`config.mk`:
```
export PLATFORM = sky130hd
export DESIGN_NAME = gbba_front
export DESIGN_NICKNAME = d
export VERILOG_FILES = /design/src/rtl/core/gbba_pkg.sv /design/src/rtl/core/gbba_front.sv
export SDC_FILE = /design/constraint.sdc
export NUM_CORES = 1
export LEC_CHECK = 0
export BUFFER_PORTS_ARGS = -buffer_cell sky130_fd_sc_hd__buf_2
export CORE_MARGIN = 1.5
export CORE_UTILIZATION = 57
export DETAILED_ROUTE_END_ITERATION = 8
export PLACE_DENSITY = 0.86
export SETUP_SLACK_MARGIN = 0.5
export SLEW_MARGIN = 10
export SYNTH_ARGS = -nofsm -noshare
export SYNTH_HDL_FRONTEND = slang
export SYNTH_SLANG_ARGS = --single-unit
```
`constraint.sdc`:
```
create_clock -name i_clk -period 4.7 [get_ports i_clk]
set_input_delay 0.235 -clock i_clk [delete_from_list [all_inputs] [get_ports i_clk]]
set_output_delay 0.235 -clock i_clk [all_outputs]
set_load 0.1 [all_outputs]
```
`src/rtl/core/gbba_pkg.sv`:
```
`timescale 1ns / 1ps

package gbba_pkg;

    // Bitmap geometry
    localparam int MAX_BLOCKS = 65536;
    localparam int WORD_W     = 32;
    localparam int WORDS      = (MAX_BLOCKS + WORD_W - 1) / WORD_W;
    localparam int WADDR_W    = $clog2(WORDS);
    localparam int MAX_GROUPS = 8;
    localparam int GRP_W      = $clog2(MAX_GROUPS);

    // Field widths
    localparam int BLK_W = 16;
    localparam int CNT_W = 17;
    localparam int LO_W  = 20;
    localparam int SUM_W = 20;

    localparam logic [CNT_W-1:0] COUNT_MAX = 17'd65536;
    localparam logic [CNT_W-1:0] BPG_MIN   = 17'd32;
    localparam logic [CNT_W-1:0] BPG_MAX   = 17'd65536;

    // Configuration register indexes
    localparam logic [1:0] REG_BPG     = 2'd0;
    localparam logic [1:0] REG_NGROUPS = 2'd1;
    localparam logic [1:0] REG_TOTAL   = 2'd2;
    localparam logic [1:0] REG_FDB     = 2'd3;

    typedef enum logic [1:0] {
        MODE_ALLOC   = 2'd0,
        MODE_FREE    = 2'd1,
        MODE_INIT    = 2'd2,
        MODE_RESERVE = 2'd3
    } t_mode;

    typedef enum logic [1:0] {
        ST_OK     = 2'd0,
        ST_NOFREE = 2'd1,
        ST_RANGE  = 2'd2
    } t_status;

    typedef struct packed {
        logic [16:0] bpg;
        logic [3:0]  ngroups;
        logic [16:0] total_blocks;
        logic        fdb;
    } t_cfg;

    // Classified request as it sits in the queue
    typedef struct packed {
        t_mode             mode;
        logic [BLK_W-1:0]  rel;
        logic              below;
    } t_item;

    typedef struct packed {
        logic  valid;
        t_item item;
    } t_q;

    typedef struct packed {
        logic clearing;
    } t_back_stat;

    // Blocks per group: multiple of 32, clamped to 32..65536
    function automatic logic [CNT_W-1:0] eff_bpg(input logic [16:0] raw);
        logic [CNT_W-1:0] v;
        v = {raw[16:5], 5'b0};
        if (v < BPG_MIN) v = BPG_MIN;
        if (v > BPG_MAX) v = BPG_MAX;
        return v;
    endfunction

    // Groups in use: clamped to 1..MAX_GROUPS
    function automatic logic [3:0] eff_groups(input logic [3:0] raw);
        logic [3:0] v;
        v = raw;
        if (v == 4'd0) v = 4'd1;
        if (v > 4'(MAX_GROUPS)) v = 4'(MAX_GROUPS);
        return v;
    endfunction

    // End (exclusive) of the usable span of a group starting at lo
    function automatic logic [CNT_W-1:0] span_hi(
        input logic [LO_W-1:0]  lo,
        input logic             last,
        input logic [CNT_W-1:0] bpg,
        input logic [16:0]      total_blocks,
        input logic             fdb
    );
        logic [LO_W:0]    base;
        logic [CNT_W-1:0] rem;
        logic [CNT_W-1:0] bits;
        logic [LO_W:0]    hic;
        logic [CNT_W-1:0] lim;
        base = {1'b0, lo} + {{LO_W{1'b0}}, fdb};
        rem  = ({4'b0, total_blocks} > base) ?
               CNT_W'({4'b0, total_blocks} - base) : '0;
        bits = (last && rem < bpg) ? rem : bpg;
        hic  = {1'b0, lo} + {4'b0, bits};
        lim  = COUNT_MAX - {{(CNT_W-1){1'b0}}, fdb};
        return (hic > {4'b0, lim}) ? lim : CNT_W'(hic);
    endfunction

endpackage

```
`src/rtl/core/gbba_front.sv`:
```
`timescale 1ns / 1ps

module gbba_front (
    input  logic                    i_clk,
    input  logic                    i_rst_n,
    input  logic                    start,
    output logic                    busy,
    input  logic [1:0]              i_mode,
    input  logic [15:0]             i_block_number,
    input  logic                    i_fdb,
    input  gbba_pkg::t_back_stat    i_stat,
    output gbba_pkg::t_q            o_q,
    input  logic                    i_pop
);

    gbba_pkg::t_item r_q [2];
    logic            r_wr;
    logic            r_rd;
    logic [1:0]      r_cnt;
    logic            push;
    logic            pop;
    gbba_pkg::t_item cls;

    // Classify: relative position and below-first-block flag
    always_comb begin
        cls.mode  = gbba_pkg::t_mode'(i_mode);
        cls.below = i_fdb && (i_block_number == 16'd0);
        cls.rel   = i_block_number - {15'b0, i_fdb};
    end

    assign busy = (r_cnt == 2'd2) || i_stat.clearing;
    assign push = start && !busy;
    assign pop  = i_pop && (r_cnt != 2'd0);

    assign o_q.valid = (r_cnt != 2'd0);
    assign o_q.item  = r_q[r_rd];

    // Two-entry queue toward the executor
    always_ff @(posedge i_clk) begin
        if (!i_rst_n) begin
            r_wr  <= 1'b0;
            r_rd  <= 1'b0;
            r_cnt <= 2'd0;
        end else begin
            if (push) begin
                r_wr <= ~r_wr;
            end
            if (pop) begin
                r_rd <= ~r_rd;
            end
            r_cnt <= r_cnt + {1'b0, push} - {1'b0, pop};
        end
    end

    always_ff @(posedge i_clk) begin
        if (push) begin
            r_q[r_wr] <= cls;
        end
    end

endmodule

```
Word level (Yosys, flattened, before mapping). Memories as Yosys holds them, arrays and structs flattened. A register that Yosys moved wholly into a read port is not among the register bits. Cells that the tools add are included.

Add/subtract/negate cells: 3. Equality and inequality tests: 1. Reduce and logical (&&, ||, !) cells: 7. Bitwise logic cells: 2. Muxes and demuxes: 4.

Operators by type and width (number): $logic_not A16 Y1 (1); $sub A16 B1 Y16 (1); $mux W1 (4); $logic_and A1 B1 Y1 (3); $add A2 B1 Y2 (1); $eq A2 B2 Y1 const B (1); $not A1 Y1 (2); $reduce_bool A2 Y1 (1); $sub A2 B1 Y2 (1); $logic_not A1 Y1 (1); $logic_or A1 B1 Y1 (1).

Register bits: 4. Memories kept: 1. Bits in writable memories: 38. Logic and storage cells: 21. Input bits: 24.

Memories: r_q (depth 2, bits a word 19, read ports 1, clocked after Yosys merged registers in 1, write ports 1, line gbba_front.sv:16) `gbba_pkg::t_item r_q [2];`.

Depth between registers and ports, before layout.
Depth in word-level cells: 6. Depth in mapped cells: 8. Mapped depth without buffers: 8.

Worst setup path after synthesis. OpenSTA, ideal clock, no wires.

Kind: register to register. Start: reg r_cnt[1]. End: mem r_q[1][0] (netlist name) (enable). Path slack: 2692 ps. Path buffers: 0. Data required time: 4305 ps. Clock period less this slack: 2008 ps. Data arrival time: 1613 ps. Cell stages (with the launch flop): 4. Path through: dfxtp_1 > nor2b_1 > or3_1 > nor2_1.

Cells in the longest elaborated chain, start to end: 6.

RTL lines: from (decl) (line gbba_front.sv:19) `logic [1:0] r_cnt;`; from (signal assigned) (line gbba_front.sv:51) `r_cnt <= r_cnt + {1'b0, push} - {1'b0, pop};`; $eq A2 B2 Y1 (line gbba_front.sv:31) `assign busy = (r_cnt == 2'd2) || i_stat.clearing;`; $logic_or A1 B1 Y1 (line gbba_front.sv:31); $logic_not A1 Y1 (line gbba_front.sv:32) `assign push = start && !busy;`; $logic_and A1 B1 Y1 (line gbba_front.sv:32); $mux W1 (line gbba_front.sv:56) `if (push) begin`; $mux W1 (implied by the code) (line gbba_front.sv:57) `r_q[r_wr] <= cls;`; to (decl) (line gbba_front.sv:16).

Every way passes these cells.

==> results.py <==
metrics = {
    "place": {
        "port-buffer-count": 44,
        "total_placed_cells_including_tap_cells": 226,
        "finalWeightedCongestion": 0.8789,
        "dp_hpwl_um": 2499,
    },
    "final_layout": {
        "final_nets": 215,
        "syn_to_final_growth_pct": 17.78,
        "drive_gt1_share_pct": 41.49,
        "stdcell_count": 234,
        "fill_cells": 258,
        "antenna_cells_inserted": 0,
    },
    "cts": {
        "cts_sinks": 43,
        "cts_htree_levels": 2,
        "clock_latency_on_the_worst_skew_pair_ns": 0.35,
        "cts_tree": "yes",
        "postCtsResizedCells": 0,
        "post-cts-setup-buffers": 0,
        "post_cts_hold_buffer_count": 0,
        "cts_buffers": 5,
        "cts_root_buf": "clkbuf_4",
        "cts.reportedPaths.clkPinSlew_ns": 0.12,
        "ctsLongestPathBuffers": 2,
    },
    "timing": {
        "period_needed_ns": 2.161,
        "timing_max_transition_violations_final": 0,
        "slew_worst_pin_ns": 0.7856,
        "timing.max_slew.rel_slack_pct": 47.56,
        "fin_worst_skew_ns": 0.009019,
        "report.final.hold_viol_count": 0,
        "grt_setup_unrepaired": "false",
        "final_period_util_pct": 45.98,
        "setup_tns_ns": 0,
        "timing.final.setup_violations": 0,
        "maxClockFrequency_mhz": 462.8,
    },
    "yosys": {
        "synth_largest_area_cell": "edfxtp_1",
        "async_reset_ff_share_pct": 0,
        "leading_cell_types_by_count_after_synthesis": "38 x edfxtp_1, 19 x mux2_2, 13 x xnor2_1, 10 x nor2_1, 9 x inv_1",
        "yosys.area_share.adder_pct": 2.532,
        "synth_simple_gate_area_share_pct": 13.54,
        "synthFlopType": "edfxtp_1",
        "post_synth_net_total": 165,
        "synth_compound_area_share_pct": 1.013,
        "ys_seq_elements": 43,
        "synth_edf_count": 38,
        "yosysWarningCount": 0,
        "synthDominantCellAreaShare_pct": 57.72,
        "fraction_of_the_yosys_area_taken_by_sequential_cells_pct": 62.78,
        "largest_family_of_logic_cells_by_synthesized_area": "simple AND/OR/NAND/NOR gates",
        "muxShareOfSynthArea_pct": 10.82,
        "synthesis.area_per_instance_um2": 14.43,
        "syn-instance-count": 137,
        "synth.area.top_cells": "edfxtp_1 58%, mux2_2 11%, xnor2_1 5.8%, dfxtp_1 5.1%, ha_1 2.5%",
        "netlist_area_mm2": 0.001977,
        "synthDistinctLibCells": 29,
        "most_used_standard_cell_by_instance_count_after_synthesis": "edfxtp_1",
        "synth_xor_area_share_pct": 7.089,
    },
    "global_routing": {
        "grt_pass1_wl_um": 5375,
        "grt_start_max_net_pins": 20,
        "grt_use_total_pct": 20.48,
        "vias_in_the_first_global_route": 1201,
        "grt_overflow_total": 0,
        "antenna_found_initial": 0,
    },
    "power": {
        "power.ir.vdd_worst_mv": 0.5593,
        "power.static_leakage_nw": 0.8813,
        "pwr_density_cell_mw_per_mm2": 578.1,
    },
    "routing": {
        "drtPass1Iterations": 6,
        "drt.antenna.violating_nets": 0,
        "viasPerCell": 5.218,
        "drcViolationCount": 0,
        "route.final.wire_length_um": 3393,
        "routed-via-count": 1221,
        "dr.first_iter.drc_count": 41,
        "wl_per_cell_um": 14.50,
    },
    "setup_path": {
        "rr_startpoint": "r_cnt[1]",
        "critPathCapture": "o_q[0]",
        "critical_path_peak_fanout": 19,
        "cp-end-kind": "primary output",
        "worst-r2r-setup-slack_ns": 2.81,
        "reg2regPathDepth": 8,
        "critical_path.reg2reg.endpoint": "r_cnt[1]",
        "critPathLaunchType": "flop",
        "crit_required_ns": 4.47,
        "worst_ep_arrival_time_ns": 1.93,
        "criticalPathCategory": "reg -> out",
    },
    "worst_hold_path": {
        "worstHoldPathCells": 1,
        "holdCritPathClass": "in -> reg",
        "min-delay-start": "i_mode[0]",
    },
    "outcome": {
        "status": "completed",
    },
    "floorplan": {
        "die-area_mm2": 0.003830,
        "die_width_um": 61.89,
        "core_region_area_mm2": 0.003337,
        "die_h_um": 61.89,
        "io_pins": 45,
        "floorplan.rows": 21,
        "initial_core_util_pct": 59.24,
    },
    "run": {
        "max_capacitance_violation_count": 0,
    },
}
## flip-flops by register name (all words and copies together), names as in the netlist, named ones only
register / flops
r_wr: 1
r_q: 38
r_cnt: 2
r_rd: 1
## critical path: stages, from the launching register on
cell     delay, ns
dfxtp_1       0.84
mux2_2        0.30
buf_2         0.42
## cells by family (layout without fill, tap and decap cells)
group | after synthesis | in the layout
buffers and inverters | 11 | 62
AND/OR/NAND/NOR | 41 | 41
adder cells (fa/ha/maj) | 4 | 4
AO/OA/AOI/OAI | 3 | 3
flip-flops | 43 | 43
multiplexers | 19 | 19
XOR/XNOR | 16 | 16
## stage by stage
stage | cell area [µm²] | utilization (%) | hold WS (ns) | worst slack [ns] | power [mW]
floorplan | 1977 | - | 0.3339 | 2.692 | 1.041
global placement | 2252 | 67.49 | 0.4247 | 2.896 | 1.120
detailed placement | 2252 | 67.49 | 0.4285 | 2.775 | 1.136
CTS | 2328 | 69.78 | 0.05319 | 2.463 | 1.356
global route | 2328 | 69.78 | 0.03695 | 2.389 | 1.399
finish | 2328 | 69.78 | 0.05744 | 2.539 | 1.346
## area by class of cell
cell class              count  area [µm²]  share of cell area (%)
multi-input cells          83       691.9                   29.72
clock inverters             3       38.79                   1.666
inverters                   9       33.78                   1.451
repair buffers             45       227.7                   9.780
well taps                  46       57.56                   2.472
flip-flops and latches     43        1241                   53.30
clock buffers               5       37.54                   1.612
## worst min path at each step
stage	to	slack, ns
CTS	r_q[0][17]	0.05
detailed placement	r_q[0][17]	0.43
global placement	r_q[1][17]	0.42
finish	r_q[0][17]	0.06
floorplan	r_q[0][17]	0.33
global route	r_q[0][17]	0.04
## report_power, final
| part | switching (mW) | internal [mW] |
|---|---|---|
| Combinational | 0.494 | 0.132 |
| Clock | 0.114 | 0.109 |
| Sequential | 0.0372 | 0.460 |
| Total | 0.645 | 0.701 |
## cell usage in the layout (no fill, tap or decap), drive strengths merged, types with 2 or more instances in the layout
master  count
clkbuf      5
mux2       19
and2        2
buf        45
inv         9
clkinv      2
nor2       10
xnor2      13
nand2       4
or2         2
xor2        3
edfxtp     38
nor4b       2
dfxtp       5
nand3       4
nand4       4
ha          4
nor3        2
nor4        6
## routing by layer
layer | global-route usage, % | routed length (µm) | vias to the layer above
met5 | 0 | 0 | -
met4 | 8.815 | 60 | 0
met3 | 6.832 | 162 | 5
met2 | 35.79 | 1772 | 26
met1 | 22.81 | 1398 | 584
li1 | - | - | 606
Note: power is estimated with default switching activity, not from simulation.
